File: src/hw/rtl/pue_pkg.sv
// Shared types, constants and helper functions of the postfix unit expression evaluator.
// Depends on nothing; every other file of the block but pue_checker imports it.
package pue_pkg;

    localparam int STACK_DEPTH = 64;
    localparam int FRAC_BITS   = 16;
    localparam int DATA_W      = 32;
    localparam int REF_W       = 16;
    localparam int RESULT_W    = 16;
    localparam int SP_W        = $clog2(STACK_DEPTH + 1);
    localparam int ADDR_W      = $clog2(STACK_DEPTH);
    localparam int CFG_IDX_W   = 8;

    // Configuration register indexes.
    localparam logic [CFG_IDX_W-1:0] CFG_PERCENT = CFG_IDX_W'(0);
    localparam logic [CFG_IDX_W-1:0] CFG_EM      = CFG_IDX_W'(1);

    // Token kinds, units and operators.
    localparam logic       KIND_OPERAND  = 1'b0;
    localparam logic       KIND_OPERATOR = 1'b1;
    localparam logic [1:0] UNIT_PLAIN    = 2'd0;
    localparam logic [1:0] UNIT_PIXEL    = 2'd1;
    localparam logic [1:0] UNIT_PERCENT  = 2'd2;
    localparam logic [1:0] UNIT_EM       = 2'd3;
    localparam logic [1:0] OP_MUL        = 2'd0;
    localparam logic [1:0] OP_ADD        = 2'd1;
    localparam logic [1:0] OP_SUB        = 2'd2;
    localparam logic [1:0] OP_DIV        = 2'd3;

    // Status codes.
    localparam logic [1:0] ST_OK        = 2'd0;
    localparam logic [1:0] ST_UNDERFLOW = 2'd1;
    localparam logic [1:0] ST_OVERFLOW  = 2'd2;
    localparam logic [1:0] ST_DIVZERO   = 2'd3;

    typedef logic signed [DATA_W-1:0]   t_word;
    typedef logic signed [2*DATA_W-1:0] t_wide;

    localparam t_word WORD_MAX = {1'b0, {(DATA_W-1){1'b1}}};
    localparam t_word WORD_MIN = {1'b1, {(DATA_W-1){1'b0}}};

    // Request from the sequencer to the divider.
    typedef struct packed {
        logic  start;
        t_word dividend;
        t_word divisor;
    } t_div_req;

    // Clamp a wide signed value to the signed word range.
    function automatic t_word sat_word(input t_wide v);
        t_word r;
        if (v > t_wide'(WORD_MAX)) begin
            r = WORD_MAX;
        end else if (v < t_wide'(WORD_MIN)) begin
            r = WORD_MIN;
        end else begin
            r = v[DATA_W-1:0];
        end
        return r;
    endfunction

    // Keep the first error of an expression.
    function automatic logic [1:0] keep_first(input logic [1:0] cur, input logic [1:0] code);
        return (cur == ST_OK) ? code : cur;
    endfunction

endpackage

File: src/hw/rtl/pue_stack_ram.sv
// Value stack storage: one write port and one read port with registered read data.
// Depends on pue_pkg for the depth and word width.
module pue_stack_ram (
    input  logic                       i_clk,
    input  logic                       i_wr_en,
    input  logic [pue_pkg::ADDR_W-1:0] i_wr_addr,
    input  pue_pkg::t_word             i_wr_data,
    input  logic [pue_pkg::ADDR_W-1:0] i_rd_addr,
    output pue_pkg::t_word             o_rd_data
);
    import pue_pkg::*;

    t_word r_mem [STACK_DEPTH];
    t_word r_rd_data;

    always_ff @(posedge i_clk) begin
        if (i_wr_en) begin
            r_mem[i_wr_addr] <= i_wr_data;
        end
    end

    always_ff @(posedge i_clk) begin
        r_rd_data <= r_mem[i_rd_addr];
    end

    assign o_rd_data = r_rd_data;

endmodule

File: config.mk
export PLATFORM = sky130hd
export DESIGN_NAME = pue_stack_ram
export DESIGN_NICKNAME = d
export VERILOG_FILES = /design/src/hw/rtl/pue_pkg.sv /design/src/hw/rtl/pue_stack_ram.sv
export SDC_FILE = /design/constraint.sdc
export NUM_CORES = 2
export LEC_CHECK = 0
export BUFFER_PORTS_ARGS = -buffer_cell sky130_fd_sc_hd__buf_2
export CORE_MARGIN = 4
export CORE_UTILIZATION = 45
export CTS_CLUSTER_DIAMETER = 200
export DETAILED_ROUTE_END_ITERATION = 6
export PLACE_DENSITY_LB_ADDON = 0.3
export REMOVE_ABC_BUFFERS = 1
export SLEW_MARGIN = 15
export SYNTH_ARGS = -nofsm -noshare
export SYNTH_HDL_FRONTEND = slang
export SYNTH_SLANG_ARGS = --single-unit
export TNS_END_PERCENT = 1
File: constraint.sdc
create_clock -name i_clk -period 12.74 [get_ports i_clk]
set_clock_uncertainty 0.15 [all_clocks]
set_input_delay 3.822 -clock i_clk [delete_from_list [all_inputs] [get_ports i_clk]]
set_output_delay 3.822 -clock i_clk [all_outputs]
set_load 0.05 [all_outputs]
Word level (Yosys, flattened, before mapping)
Memories as Yosys holds them, arrays and structs flattened. A register that Yosys moved wholly into a read port is not among the register bits. Cells that the tools add are included. W data, S select, Z words.

Bits in registers: 0. Bits in latches: 0. Memory bits (writable): 2048. ROM bits: 0. Input port bits: 46. Memories: 1.

Memory list: r_mem (depth 64, width 32, rd ports 1, clocked after memory_dff 1, write ports 1, RTL line pue_stack_ram.sv:13) `t_word r_mem [STACK_DEPTH];`.

Add/sub/neg operators: 0. Multiply operators: 0. Div/mod/pow operators: 0. Order comparisons: 0. Equal/unequal tests: 0. Shifts and indexed selects: 0. Muxes and demuxes: 2. Bitwise operators: 0. Reductions and logical operators: 0.

Operators by type and width (number): $mux W1 (2).

Longest topological paths before layout
Depth after elaboration: 2. Mapped depth: 10.

Least setup slack after synthesis
No wires, ideal clock.

Kind: input to register. Start point: in i_wr_addr[3] (netlist bit). End point: mem r_mem[48][0] (netlist bit) (enable). Arrival time: 6.521 ns. Data required time: 12.129 ns. Slack: 5.608 ns. Cell stages on the path: 4. Cell sequence: clkbuf_1 nor2b_1 nand4b_1 nor3_1.

RTL lines: start, declared (RTL line pue_stack_ram.sv:6) `input logic [pue_pkg::ADDR_W-1:0] i_wr_addr,`; end, declared (RTL line pue_stack_ram.sv:13).

Straight into the memory's write port.

==> metrics.md <==
| Metric | Value |
|---|---|
| CTS Buf Count | 207 |
| Total grt overflow | 0 |
| CP endpoint kind | register |
| Pin count of the biggest net entering global routing | ~110 |
| Final net count | 3579 |
| Die height | 425.7 um |
| Final setup violation count | 0 |
| Placed Area | ~82000 um2 |
| Count leader, synth | edfxtp_1 |
| Iter 0 DRT Violations | 4540 |
| Register Area | 62140 um2 |
| Clk pin slew, worst setup/hold paths | approximately 0.070 ns |
| Total GRT Usage | ~22% |
| Gpl congestion | 0.7733 |
| Total core area | 173600 um2 |
| CTS Buffer Depth | 3 |
| DRT Pass-1 Iters | 5 |
| Async S/R FF share, synth | 0% |
| Setup TNS | 0 ns |
| Initial antenna violation count | 7 |
| Type of origin of the critical path | primary input |
| WHS | ~0.58 ns |
| Min Tclk post-route | between 6 and 7 ns |
| Worst-margin pin slew | 1.185 ns |
| Clk root buf | clkbuf_16 |
| ANT nets after route | 0 |
| Dominant cells by area after synthesis | edfxtp_1 78%, mux4_2 16%, mux2i_1 1.2%, dfxtp_1 0.82%, o22ai_1 0.67% |
| WL per Instance | 32.71 um |
| Detailed placement HPWL | between 100000 and 150000 um |
| Peak VDD IR | 131.8 uV |
| Synth top area share | between 70% and 80% |
| Routed Wire Length | 197600 um |
| Initial Util | 45.22% |
| CP required | 13.28 ns |
| Placed insts | 5641 |
| First-pass GRT wire length | around 280000 um |
| # fillers | approximately 13000 |
| Num Clock Sinks | 2080 |
| Area leader, netlist | edfxtp_1 |
| Post-synth EDFFs | approximately 2000 |
| Die width | approximately 430 um |
| P_leak | 27.57 nW |
| Highest Clock Rate | 147.3 MHz |
| Post-CTS setup buffers | 0 |
| CP max stage cell | buf_12 |
| Most frequent CP cell | mux4_2 |
| Die ar. | between 150000 and 200000 um2 |
| Mapped cell area | 78520 um2 |
| Hold Crit Start | r_mem[28][17] |
| Worst skew pair latency | 0.84 ns |
| Commonest cells in the netlist | 2048 x edfxtp_1, 544 x mux4_2, 137 x nor2_1 |
| Share of layout cells above drive strength 1 | 29.52% |
| Seq cells post-synth | 2080 |
| Critical path class | primary input to register |
| Rel. slew slack | 21.02% |
| Final period util | between 50% and 60% |
| Status | complete, no violations |
| Multi-input logic area | 15970 um2 |
| Synth unique cells | 34 |
| Top fanout value on the critical path | slightly below 90 |
| Hold buffers post-CTS | 0 |
| Final Slew Violations | 0 |
| Row count | 153 |
| Worst r2r src | r_mem[39][8] |
| Cell area power density | 159.7 nW/um2 |
| Avg Cell Area, Syn | 23.62 um2 |
| Max Cap Viol | 0 |
| DRC viols | 0 |
| Vias per inst | 6.088 |
| P&R area growth vs syn | 13.49% |
| Crit path largest cell delay | 0.61 ns |
| Vias in the first global route | 37250 |
| Vias | 36780 |
| Synth warnings | 0 |
| I/O pins | 78 |
| CTS tree | done |
| Synth Instances | roughly 3300 |
| Worst Setup SP | i_rd_addr[0] |
| Buf/Inv on CP | 3 |
| RSZ-0062 raised after global routing | false |
| Commonest register cell after synthesis | edfxtp_1 |
| CP Cell Sequence | buf_8 > buf_4 > buf_12 > mux4_2 > mux4_2 > o22ai_1 > nor2_1 |
| Layout Cells excl Fill | 6041 |
| IO buf count | 77 |
| Final Cell Area | 89110 um2 |
| HP Class | register to register |
| Post-cts resize count | 0 |
| Crit path max-delay family | buffers and inverters |
| Final Hold Viols | 0 |
| H-Tree Level Count | 4 |
| Arr. time, crit path | 7.33 ns |
| Sequential share of the synthesized area | between 70% and 80% |
state kept, by name, summed over array words and instances, names as in the netlist:
| register | count |
|---|---|
| r_mem | 2048 |
| o_rd_data | 32 |
final timing paths:
check	to	slack, ns	cells after the start
max	o_rd_data[16]	5.95	7
min	o_rd_data[17]	0.58	4
max reg2reg	o_rd_data[8]	10.31	5
min reg2reg	o_rd_data[17]	0.58	4
power breakdown:
part	total, mW	switching (mW)	internal, mW
combinational	0.705	0.456	0.249
clock	5.91	2.52	3.39
sequential	7.61	0.0355	7.58
total	14.2	3.01	11.2
stage by stage:
step	util, %	worst slack, ns	power (mW)
final	51.32	5.952	14.23
after global routing	51.32	5.710	14.67
after CTS	51.21	5.859	14.33
after detailed placement	47.38	4.978	8.467
after global placement	47.38	4.963	8.458
after floorplan	-	5.760	8.068
per-layer routing:
layer | track usage [%] | up-vias | wire length [um]
li1 | - | 14710 | -
met5 | 0 | - | 53
met1 | 31.34 | 20040 | 80220
met4 | 6.406 | 8 | 5539
met2 | 34.87 | 1732 | 96110
met3 | 3.924 | 287 | 15650
layout by cell type, fill, tap and decap left out, types with 4 or more instances in the layout:
cell type / n
nor3_1: 5
clkinvlp_4: 4
nand3b_1: 5
nand2_1: 26
nand3_1: 5
mux4_2: 544
bufinv_16: 7
mux2i_1: 93
buf_12: 14
clkbuf_8: 31
nand2b_1: 7
buf_2: 67
a22oi_1: 12
inv_6: 5
a311oi_1: 8
a41o_1: 4
and3_1: 4
edfxtp_1: 2048
o32ai_1: 4
dfxtp_1: 32
o22ai_1: 84
clkinv_2: 34
nor2b_1: 15
nor2_1: 75
clkbuf_1: 69
nor2_4: 62
a21oi_1: 62
o221ai_1: 27
buf_4: 95
clkinv_1: 19
clkbuf_16: 212
cell type report:
type	count	area share (%)
antenna	3	0.008425
clock buffer	312	6.723
clock inverter	77	0.7316
multi-input combinational	1062	17.92
sequential	2080	69.74
tap	2325	3.265
timing repair buffer	182	1.616
worst register-to-register path, cell delays in order, from the launching register on:
cell and delay, ns:
edfxtp_1 0.36, mux4_2 0.47, mux2i_1 0.28, nor2_1 0.09, o32ai_1 0.82, nor3_1 0.10
kinds of logic (layout without fill, tap and decap cells):
logic type | Yosys count | after routing | synth area share (%)
flops | 2080 | 2080 | 79.14
buf+inv | 182 | 571 | 1.128
other cells | 0 | 3 | 0
simple gates | 223 | 223 | 1.265
mux | 637 | 637 | 16.79
compound gates | 202 | 202 | 1.673
Note: power is estimated with default switching activity, not from simulation.
