### src/hw/rtl/pue_pkg.sv
// Shared types, constants and helper functions of the postfix unit expression evaluator.
// Depends on nothing; every other file of the block but pue_checker imports it.
package pue_pkg;

    localparam int STACK_DEPTH = 64;
    localparam int FRAC_BITS   = 16;
    localparam int DATA_W      = 32;
    localparam int REF_W       = 16;
    localparam int RESULT_W    = 16;
    localparam int SP_W        = $clog2(STACK_DEPTH + 1);
    localparam int ADDR_W      = $clog2(STACK_DEPTH);
    localparam int CFG_IDX_W   = 8;

    // Configuration register indexes.
    localparam logic [CFG_IDX_W-1:0] CFG_PERCENT = CFG_IDX_W'(0);
    localparam logic [CFG_IDX_W-1:0] CFG_EM      = CFG_IDX_W'(1);

    // Token kinds, units and operators.
    localparam logic       KIND_OPERAND  = 1'b0;
    localparam logic       KIND_OPERATOR = 1'b1;
    localparam logic [1:0] UNIT_PLAIN    = 2'd0;
    localparam logic [1:0] UNIT_PIXEL    = 2'd1;
    localparam logic [1:0] UNIT_PERCENT  = 2'd2;
    localparam logic [1:0] UNIT_EM       = 2'd3;
    localparam logic [1:0] OP_MUL        = 2'd0;
    localparam logic [1:0] OP_ADD        = 2'd1;
    localparam logic [1:0] OP_SUB        = 2'd2;
    localparam logic [1:0] OP_DIV        = 2'd3;

    // Status codes.
    localparam logic [1:0] ST_OK        = 2'd0;
    localparam logic [1:0] ST_UNDERFLOW = 2'd1;
    localparam logic [1:0] ST_OVERFLOW  = 2'd2;
    localparam logic [1:0] ST_DIVZERO   = 2'd3;

    typedef logic signed [DATA_W-1:0]   t_word;
    typedef logic signed [2*DATA_W-1:0] t_wide;

    localparam t_word WORD_MAX = {1'b0, {(DATA_W-1){1'b1}}};
    localparam t_word WORD_MIN = {1'b1, {(DATA_W-1){1'b0}}};

    // Request from the sequencer to the divider.
    typedef struct packed {
        logic  start;
        t_word dividend;
        t_word divisor;
    } t_div_req;

    // Clamp a wide signed value to the signed word range.
    function automatic t_word sat_word(input t_wide v);
        t_word r;
        if (v > t_wide'(WORD_MAX)) begin
            r = WORD_MAX;
        end else if (v < t_wide'(WORD_MIN)) begin
            r = WORD_MIN;
        end else begin
            r = v[DATA_W-1:0];
        end
        return r;
    endfunction

    // Keep the first error of an expression.
    function automatic logic [1:0] keep_first(input logic [1:0] cur, input logic [1:0] code);
        return (cur == ST_OK) ? code : cur;
    endfunction

endpackage

### src/hw/rtl/pue_divider.sv
// Radix-2 restoring divider for fixed-point quotients, one quotient bit per cycle.
// Depends on pue_pkg for the word type, the fraction width and the request struct.
module pue_divider (
    input  logic              i_clk,
    input  logic              i_rst_n,
    input  pue_pkg::t_div_req i_req,
    output logic              o_done,
    output pue_pkg::t_word    o_quot
);
    import pue_pkg::*;

    localparam int DVD_W = DATA_W + FRAC_BITS;
    localparam int ITER  = DATA_W;
    localparam int CNT_W = $clog2(ITER);

    logic              r_busy;
    logic              r_done;
    logic [CNT_W-1:0]  r_cnt;
    logic [DATA_W:0]   r_rem;
    logic [DATA_W-1:0] r_lo;
    logic [DATA_W-1:0] r_quo;
    logic [DATA_W-1:0] r_dvs;
    logic              r_neg;
    logic              r_ovf;

    logic [DATA_W-1:0] a_mag;
    logic [DATA_W-1:0] b_mag;
    logic [DVD_W-1:0]  dvd;
    logic [DVD_W-1:0]  dvd_hi;
    logic [DATA_W:0]   rem_sh;
    logic              take;
    logic [DATA_W:0]   n_rem;

    // Operand magnitudes; the most negative word maps onto its unsigned magnitude.
    assign a_mag  = i_req.dividend[DATA_W-1] ? DATA_W'(-i_req.dividend) : i_req.dividend;
    assign b_mag  = i_req.divisor[DATA_W-1]  ? DATA_W'(-i_req.divisor)  : i_req.divisor;
    assign dvd    = DVD_W'(a_mag) << FRAC_BITS;
    assign dvd_hi = dvd >> DATA_W;

    assign rem_sh = {r_rem[DATA_W-1:0], r_lo[DATA_W-1]};
    assign take   = rem_sh >= {1'b0, r_dvs};
    assign n_rem  = take ? (rem_sh - {1'b0, r_dvs}) : rem_sh;

    always_ff @(posedge i_clk) begin
        if (!i_rst_n) begin
            r_busy <= 1'b0;
            r_done <= 1'b0;
            r_cnt  <= '0;
        end else begin
            r_done <= 1'b0;
            if (i_req.start) begin
                r_busy <= 1'b1;
                r_cnt  <= '0;
            end else if (r_busy) begin
                r_cnt <= r_cnt + 1'b1;
                if (r_cnt == CNT_W'(ITER - 1)) begin
                    r_busy <= 1'b0;
                    r_done <= 1'b1;
                end
            end
        end
    end

    always_ff @(posedge i_clk) begin
        if (i_req.start) begin
            r_rem <= (DATA_W + 1)'(dvd_hi);
            r_lo  <= dvd[DATA_W-1:0];
            r_quo <= '0;
            r_dvs <= b_mag;
            r_neg <= i_req.dividend[DATA_W-1] ^ i_req.divisor[DATA_W-1];
            // Quotient bits above the word are nonzero when the high part already divides.
            r_ovf <= dvd_hi >= DVD_W'(b_mag);
        end else if (r_busy) begin
            r_rem <= n_rem;
            r_lo  <= r_lo << 1;
            r_quo <= {r_quo[DATA_W-2:0], take};
        end
    end

    always_comb begin
        if (r_ovf) begin
            o_quot = r_neg ? WORD_MIN : WORD_MAX;
        end else if (!r_neg) begin
            o_quot = r_quo[DATA_W-1] ? WORD_MAX : t_word'(r_quo);
        end else if (r_quo > DATA_W'(WORD_MIN)) begin
            o_quot = WORD_MIN;
        end else begin
            o_quot = t_word'(-r_quo);
        end
    end

    assign o_done = r_done;

endmodule

### config.mk
export PLATFORM = sky130hd
export DESIGN_NAME = pue_divider
export DESIGN_NICKNAME = d
export VERILOG_FILES = /design/src/hw/rtl/pue_pkg.sv /design/src/hw/rtl/pue_divider.sv
export SDC_FILE = /design/constraint.sdc
export NUM_CORES = 1
export LEC_CHECK = 0
export ABC_AREA = 1
export BUFFER_PORTS_ARGS = -buffer_cell sky130_fd_sc_hd__buf_2
export CORE_AREA = 2 2 121 181
export DETAILED_ROUTE_END_ITERATION = 10
export DIE_AREA = 0 0 123 183
export PLACE_DENSITY = 0.74
export SLEW_MARGIN = 30
export SYNTH_ARGS = -nofsm -noshare
export SYNTH_HDL_FRONTEND = slang
export SYNTH_SLANG_ARGS = --single-unit
### constraint.sdc
create_clock -name i_clk -period 6.1 [get_ports i_clk]
set_clock_uncertainty 0.15 [all_clocks]
set_input_delay 0.305 -clock i_clk [delete_from_list [all_inputs] [get_ports i_clk]]
set_output_delay 0.305 -clock i_clk [all_outputs]
set_load 0.01 [all_outputs]
Word level (Yosys, flattened, before mapping)
Cells that the tools add are included.
{"block": "totals", "inputBits": 67, "reg_bits": 121, "elab_cells": 41, "out_inout_bits": 33}
{"block": "classes", "magnitude_cmp": 3, "n_bitwise": 3, "n_reduce_logical": 3, "n_mux": 16, "n_eq_ne": 1, "add_sub_neg": 5}
{"cell": "$mux W32", "n": 9}
{"cell": "$neg A32 Y32", "n": 3}
{"cell": "$ge A33 B32 Y1", "n": 1}
{"cell": "$ge A16 B32 Y1", "n": 1}
{"cell": "$gt A32 B32 Y1 const B", "n": 1}
{"cell": "$mux W16", "n": 2}
{"cell": "$sub A32 B32 Y32", "n": 1}
{"cell": "$mux W31", "n": 1}
{"cell": "$add A5 B1 Y5 const B", "n": 1}
{"cell": "$eq A5 B5 Y1 const B", "n": 1}
{"cell": "$mux W1", "n": 4}
{"cell": "$reduce_or A3 Y1", "n": 1}
{"cell": "$not A1 Y1", "n": 2}
{"cell": "$reduce_bool A2 Y1", "n": 1}
{"cell": "$reduce_or A2 Y1", "n": 1}
{"cell": "$xor A1 B1 Y1", "n": 1}

Logic depth before layout (Yosys ltp)
Gate-level depths: netlist of run 1.
{"block": "depth", "ltp_word": 4, "mapped_depth": 18, "ltp_nobuf": 18}

Worst setup path after synthesis of run 1
OpenSTA, ideal clock, no wires.
{"block": "synth_path", "path_type": "in2reg", "start": "input i_req[32] (netlist bit)", "end": "register r_ovf (data pin)", "setup_time_ps": 255, "required_ps": 5695, "path_buffers": 0, "path_slack_ps": 3371, "cell_stages": 17, "t_arrival_ps": 2324, "path_cell_list": "inv_1 -> ha_1 -> nand3_1 -> nor2_1 -> nand4_1 -> nor2_1 -> nand2_1 -> nand2_1 -> xor2_1 -> ha_1 -> nand2_1 -> nor2_1 -> a211o_1 -> o21ai_0 -> nand2_1 -> a21oi_1 -> nor2_1"}
{"block": "synth_via", "elab_chain_cells": 3}
{"element": "from (decl)", "line": "pue_divider.sv:6", "source": "input pue_pkg::t_div_req i_req,"}
{"element": "$neg A32 Y32", "line": "pue_divider.sv:35", "source": "assign a_mag = i_req.dividend[DATA_W-1] ? DATA_W'(-i_req.dividend) : i_req.dividend;"}
{"element": "$mux W32", "line": "pue_divider.sv:35"}
{"element": "$ge A16 B32 Y1", "line": "pue_divider.sv:72", "source": "r_ovf <= dvd_hi >= DVD_W'(b_mag);"}
{"element": "to (signal assigned)", "line": "pue_divider.sv:72"}
{"element": "to (decl)", "line": "pue_divider.sv:24", "source": "logic r_ovf;"}
No other way between the ends.
A chain may end at the register's enable or synchronous reset.

Worst setup path after layout of run 1
{"block": "layout_path", "start": "register r_quo[31]", "end": "output o_quot[5]"}
{"block": "layout_via", "elab_chain_cells": 4, "word_cells_on_any_way": 5, "classes_between": "1 x order compare; 4 x mux"}
{"element": "from (decl)", "line": "pue_divider.sv:21", "source": "logic [DATA_W-1:0] r_quo;"}
{"element": "from (signal assigned)", "line": "pue_divider.sv:76", "source": "r_quo <= {r_quo[DATA_W-2:0], take};"}
{"element": "$gt A32 B32 Y1", "line": "pue_divider.sv:85", "source": "end else if (r_quo > DATA_W'(WORD_MIN)) begin"}
{"element": "$mux W32", "line": "pue_divider.sv:85"}
{"element": "$mux W32 *", "line": "pue_divider.sv:83", "source": "end else if (!r_neg) begin"}
{"element": "$mux W32 *", "line": "pue_divider.sv:81", "source": "if (r_ovf) begin"}
{"element": "to (decl)", "line": "pue_divider.sv:8", "source": "output pue_pkg::t_word o_quot"}
Mark *: on every way between the ends. The rest lies on a longest branch, timed or not.

==> flow_summary.ini, run 1 <==
[yosys]
synth_edf_count = 66
avgSynthCellArea_um2 = 6.74
netlist_area_um2 = 10100
synth_cells = 1501
ys_seq_area_share_pct = 30.5
synth_ff_type = edfxtp_1
synthDistinctLibCells = 50
synthArstFlopShare_pct = 0
synth-seq-cells = 121
yosysWarnings = 0
synth_fp_nets = 1622

[clock_network]
htreeDepth = 4
cts_setup_buffers = 0
cts_buffers = 17
cts_buffer_depth = 2
cts.sinks = 121
cts_resized = 0
root_buffer = clkbuf_16
clk_pin_slew_ns = 0.06
clock_latency_ns = 0.43
cts_tree = done
cts_hold_buf = 3

[power_and_ir_drop]
cellPowerDensity_nw_per_um2 = 216
leakage_nw = 5.50
ir_worst_vdd_mv = 0.153

[route]
firstDrtPassIters = 5
vias = 9990
drc = 0
drt-total-wl_um = 27900
wire_per_inst_um = 14.9
drt_iter0_drc = 654
viasPerCell = 5.34
ant_nets = 0

[hold_path]
hold_path.class = input pin to flop
holdPathStages = 3
hp-start = i_req[19]
holdPathEnd = r_dvs[19]

[critical_path]
reg2reg_from = r_dvs[20]
rr_endpoint = r_rem[21]
rr_worst_depth = 12
cp_top_family = flip-flops
path_max_fanout = 28
slowest_stage = dfxtp_1
critical_path_class = flop to primary output
cp_cell_sequence = inv_1 -> nor3_1 -> nand3_1 -> o21ai_2 -> nand2_2 -> nor2_2 -> inv_2 -> o221ai_1 -> buf_2
arrival_ns = 3.01
cp_slowest_stage_delay_ns = 0.96
crit_buf_inv = 3
cp-start-kind = flop
rrSetupSlack_ns = 3.04
cp.required_ns = 5.64
crit_path_start = r_quo[31]
end_kind = primary output

[cells_and_area]
final_nets = 1710
num_antenna_cells = 0
fin_area_um2 = 11300
final_layout_size_suffix_gt1_share_pct = 11.0
area_growth_pct = 12.2

[global_route]
grt_pass1_wl_um = 45300
grt_use_total_pct = 25.3
grt_overflow = 0
grt_pass1_vias = 9622
grt_max_degree = 43
antenna_found_initial = 0

[floorplanning]
start_util_pct = 48.2
dieArea_um2 = 22500
die_w_um = 123
dieHeight_um = 183
rows = 65
core_area_um2 = 21000
io_pins = 100

[place]
port_buffers = 99
finalWeightedCongestion = 0.955
dp_slack_ns = 2.87
dp_hpwl_um = 22100
dpl-instance-area_um2 = 10800

[timing]
worstMarginPinSlew_ns = 0.978
setup_viol = 0
fmax_mhz = 288
rsz0062_at_grt = false
finalCritPeriodShare_pct = 56.9
slew-limit-headroom_pct = 34.7
final.setup.tns_ns = 0
setup_slack_ns = 2.63
slew_viol_final = 0
hold_violations = 0
period_needed_ns = 3.47

[flow_run]
cap_viol_max_count = 0

[status]
status = finished clean
==> final cells by class <==
type / instances / area [um^2]
fillers: 2105 / 9630
well taps: 268 / 335
multi-input cells: 1136 / 6070
clock inverters: 14 / 100
inverters: 206 / 773
repair buffers: 107 / 563
clock buffers: 18 / 429
flip-flops and latches: 121 / 3080
==> sequential cells by signal, summed over array words and instances (netlist names) <==
signal and cells:
r_cnt 5, r_lo 16, r_ovf 1, r_rem 32, r_busy 1, r_neg 1, r_quo 32, o_done 1
r_dvs 32
==> worst register-to-register path: stages (launching register included) <==
cell and delay [ns]:
edfxtp_1 0.31, inv_1 0.04, ha_1 0.34, a21oi_1 0.28, o21ai_1 0.14, a21oi_1 0.24
nor2_1 0.11, nor2_4 0.64, nand2_8 0.29, nand2_2 0.25, nand2_1 0.07, nand2_1 0.07
nand2_1 0.05
==> worst max path at each step <==
stage	endpoint	cells past startpoint
finish	o_quot[5]	9
global route	o_quot[15]	9
CTS	o_quot[5]	9
detailed placement	r_ovf	18
global placement	r_ovf	18
floorplan	r_ovf	17
==> power breakdown <==
group	internal [mW]	switching, mW
Sequential	0.922	0.0248
Clock	0.518	0.383
Combinational	0.212	0.392
Total	1.65	0.800
==> metal layers <==
metal  global-route usage (%)  vias to the layer above  part of all wire (%)
met5                        0                        -                     0
met4                     13.6                        0                   4.7
met3                     3.61                       77                   3.6
met2                     46.2                      271                    51
met1                     27.8                     4524                    40
li1                         -                     5118                     -
==> cell usage in the layout (no fill, tap or decap), drive strengths merged, types with 4 or more instances in the layout <==
cell type / netlist / routed
inv: 203 / 207
clkinv: 3 / 9
clkinvlp: 0 / 4
o21ai: 90 / 90
clkbuf: 22 / 18
o22ai: 45 / 45
edfxtp: 66 / 66
nand2: 397 / 397
nand4: 14 / 14
xnor2: 17 / 17
buf: 16 / 104
o31ai: 7 / 7
nor2: 171 / 171
nor3: 33 / 33
nor4: 5 / 5
a21oi: 67 / 67
nand3b: 26 / 26
nand3: 118 / 118
dfxtp: 55 / 55
o21a: 7 / 7
xor2: 68 / 68
ha: 53 / 53
==> metrics by stage <==
step / cells / power [mW] / utilization (%) / hold WS [ns]
floorplan: 1501 / 1.38 / - / 0.254
global placement: 1835 / 1.55 / 51.4 / 0.305
detailed placement: 1835 / 1.56 / 51.4 / 0.313
CTS: 1870 / 2.46 / 54.1 / 0.0868
global route: 1870 / 2.59 / 54.1 / 0.109
finish: 1870 / 2.45 / 54.1 / 0.104
==> Yosys cell counts (all sizes together) (3+ instances only) <==
library cell	instances	share of area [%]
nand3	118	6.0
edfxtp	66	20
o21ai	90	4.5
inv	203	7.5
o31ai	7	0.52
nor4	5	0.37
ha	53	6.6
clkbuf	22	0.82
nand2	397	15
buf	16	1.1
nand3b	26	1.9
clkinv	3	0.11
dfxtp	55	11
xor2	68	5.9
xnor2	17	1.5
a21oi	67	3.3
nor2	171	6.7
nand4	14	0.87
nor3	33	1.8
o21a	7	0.52
o22ai	45	2.8
==> kinds of logic (layout without fill, tap and decap cells) <==
kind of cell | after synthesis | count (layout) | synth area share [%]
flops | 121 | 121 | 30.5
simple gates | 770 | 770 | 33.4
xor+xnor | 85 | 85 | 7.36
compound gates | 227 | 227 | 12.5
buf+inv | 244 | 345 | 9.57
fa+ha+maj | 54 | 54 | 6.75
Power figures use the tool's default switching activity.
==> run 2: changes to the inputs <==
clock period = 3.3 ns   (was 6.1 ns; I/O delays follow)
==> run 2 against run 1 <==
Design area grew 2.2%. Sequential cell count unchanged. Critical endpoint is now r_ovf. Utilization increased by 1.2 points. Critical path depth rose by 10. Combinational power rose by 90%. Largest cell class unchanged. Register-to-register slack got worse by 2.5 ns. Highest routed layer unchanged. Global-route usage is 0.35 points higher. Count of clock-buffer cells in the layout is 1 lower. First-iteration DRC count shrank 21%. Sequential share of layout area down 0.59 points. Final cell count up 1.1%. Routed wire length is 2.7% higher.
==> flow_summary.ini, run 2 (same netlist as run 1, synthesis figures left out) <==
[cells_and_area]
n_fill_cell = 2081
instances_no_fill = 1890
layout_commonest_cell = nand2_1
final_nets = 1730
final_util_pct = 55.3
layout_common_cells = nand2_1 (383), inv_1 (190), nor2_1 (161)
area_growth_pct = 14.7
reg.largest.list = r_dvs: 32 flops, r_quo: 32 flops, r_rem: 32 flops
final_layout_size_suffix_gt1_share_pct = 12.0
num_antenna_cells = 0

[global_route]
grt_pass1_wl_um = 46100
grt_use_total_pct = 25.7
grt_pass1_vias = 9837
grt_max_degree = 47
grt_overflow = 0
antenna_found_initial = 0

[critical_path]
cp.required_ns = 3.34
critical_path_class = input pin to flop
arrival_ns = 3.14
crit_cells = 19
reg2reg_from = r_rem[13]
path_max_fanout = 4
critPathMostFrequentCell = nand2_1
end_kind = flop
rrSetupSlack_ns = 0.55
crit_path_start = i_req[32]
rr_endpoint = r_rem[23]
cp_top_family = simple AND/OR/NAND/NOR gates
crit_end = r_ovf
crit_buf_inv = 3
cp-start-kind = input pin
slowest_stage = dlygate4sd3_1
cp_cell_sequence = dlygate4sd3_1 -> buf_2 -> inv_1 -> ha_1 -> nand3_1 -> nor2_2 -> nand4_1 -> nor2_2 -> nand2_2 -> nand2_1 -> xor2_2 -> ha_1 -> nand2_1 -> nor2_1 -> a211o_1 -> o21ai_0 -> nand2_1 -> a21oi_1 -> nor2_1
rr_worst_depth = 12
cp_slowest_stage_delay_ns = 0.53

[clock_network]
htreeDepth = 4
root_buffer = clkbuf_16
cts_buffers = 17
cts_buffer_depth = 2
cts.sinks = 121
clock_latency_ns = 0.43
clk_pin_slew_ns = 0.06
cts_tree = done

[power_and_ir_drop]
finalPower_mw = 4.71
p_int_mw = 3.22
switching_share_pct = 31.6
ir_worst_vdd_mv = 0.330
p_switching_mw = 1.49
seqPwrFrac_pct = 37.1
pwr-share-clk_pct = 38.5
p_comb_share_pct = 24.4
cellPowerDensity_nw_per_um2 = 406
leakage_nw = 5.62

[route]
vias = 10200
wire_per_inst_um = 15.1
drc = 0
drt_iter0_drc = 514
drt-total-wl_um = 28600
viasPerCell = 5.41
firstDrtPassIters = 5
ant_nets = 0

[timing]
hold_violations = 0
slew_viol_final = 0
finalCritPeriodShare_pct = 94.1
period_needed_ns = 3.11
worstMarginPinSlew_ns = 0.897
rsz0062_at_grt = false
holdWs_ns = 0.0122
setup_viol = 0
slew-limit-headroom_pct = 39.8
final.setup.tns_ns = 0
fmax_mhz = 322

[hold_path]
hold_path.class = input pin to flop

[place]
placed_cells = 1844
finalWeightedCongestion = 1.01
port_buffers = 99
dp_hpwl_um = 22600

[flow_run]
cap_viol_max_count = 0

[floorplanning]
core_area_um2 = 21000
die_w_um = 123
io_pins = 100
dieHeight_um = 183
dieArea_um2 = 22500
start_util_pct = 48.2
rows = 65

[status]
status = finished clean
==> run 2: cell count changes in the layout (fill, tap and decap cells not counted), sizes merged, moves of 2 or more <==
| cell | change |
|---|---|
| buf | +10 |
| clkinv | +3 |
| bufinv | +2 |
| inv | -3 |
| dlygate4sd3 | +10 |
==> run 2: layout make-up <==
| type | count | area (um^2) | area share (%) |
|---|---|---|---|
| Multi-Input combinational cell | 1136 | 6090 | 52.5 |
| Tap cell | 268 | 335 | 2.89 |
| Clock inverter | 15 | 154 | 1.33 |
| Inverter | 206 | 773 | 6.67 |
| Timing Repair Buffer | 127 | 738 | 6.36 |
| Clock buffer | 17 | 425 | 3.67 |
| Sequential cell | 121 | 3080 | 26.6 |
==> run 2: what timing repair did <==
item | CTS | global route
resized for setup | 0 | 6
hold buffers | 13 | 0
setup endpoints to repair | 0 | 1
endpoints found under the hold margin | 19 | 0
setup buffers | 0 | 1
==> run 2: worst min path at each step <==
stage,slack (ns),end,depth (start not counted),startpoint
2_1_floorplan,0.11,r_dvs[0],0,i_req[0]
4_1_cts,0.0005,r_dvs[7],2,i_req[7]
3_3_place_gp,0.24,r_dvs[0],1,i_req[0]
6_report,0.01,r_lo[17],3,i_req[33]
5_1_grt,0.008,r_dvs[7],2,i_req[7]
3_5_place_dp,0.25,r_dvs[0],1,i_req[0]
==> run 2: power by group through the flow <==
stage / Clock [mW] / Combinational [mW] / Sequential [mW]
floorplan: 0 / 0.788 / 1.76
global route: 1.91 / 1.28 / 1.76
global placement: 0 / 1.09 / 1.78
CTS: 1.85 / 1.13 / 1.75
finish: 1.81 / 1.15 / 1.75
detailed placement: 0 / 1.11 / 1.78
==> run 2: worst min-delay path, stage by stage <==
cell and delay [ns]:
buf_2 0.08, o21ai_0 0.09, o21ai_0 0.14
==> run 2: metrics by stage <==
| stage | setup WS (ns) | area [um^2] |
|---|---|---|
| final | 0.194 | 11600 |
| after global routing | 0.00574 | 11600 |
| after CTS | 0.0404 | 11600 |
| after detailed placement | 0.142 | 10900 |
| after global placement | 0.231 | 10900 |
| after floorplan | 0.711 | 10100 |
==> run 2: routing by layer <==
layer / GRT usage, % / vias up / part of all wire [%]
li1: - / 5158 / -
met3: 3.26 / 88 / 3.5
met4: 13.8 / 0 / 4.9
met2: 48.2 / 282 / 53
met5: 0 / - / 0
met1: 27.2 / 4705 / 39
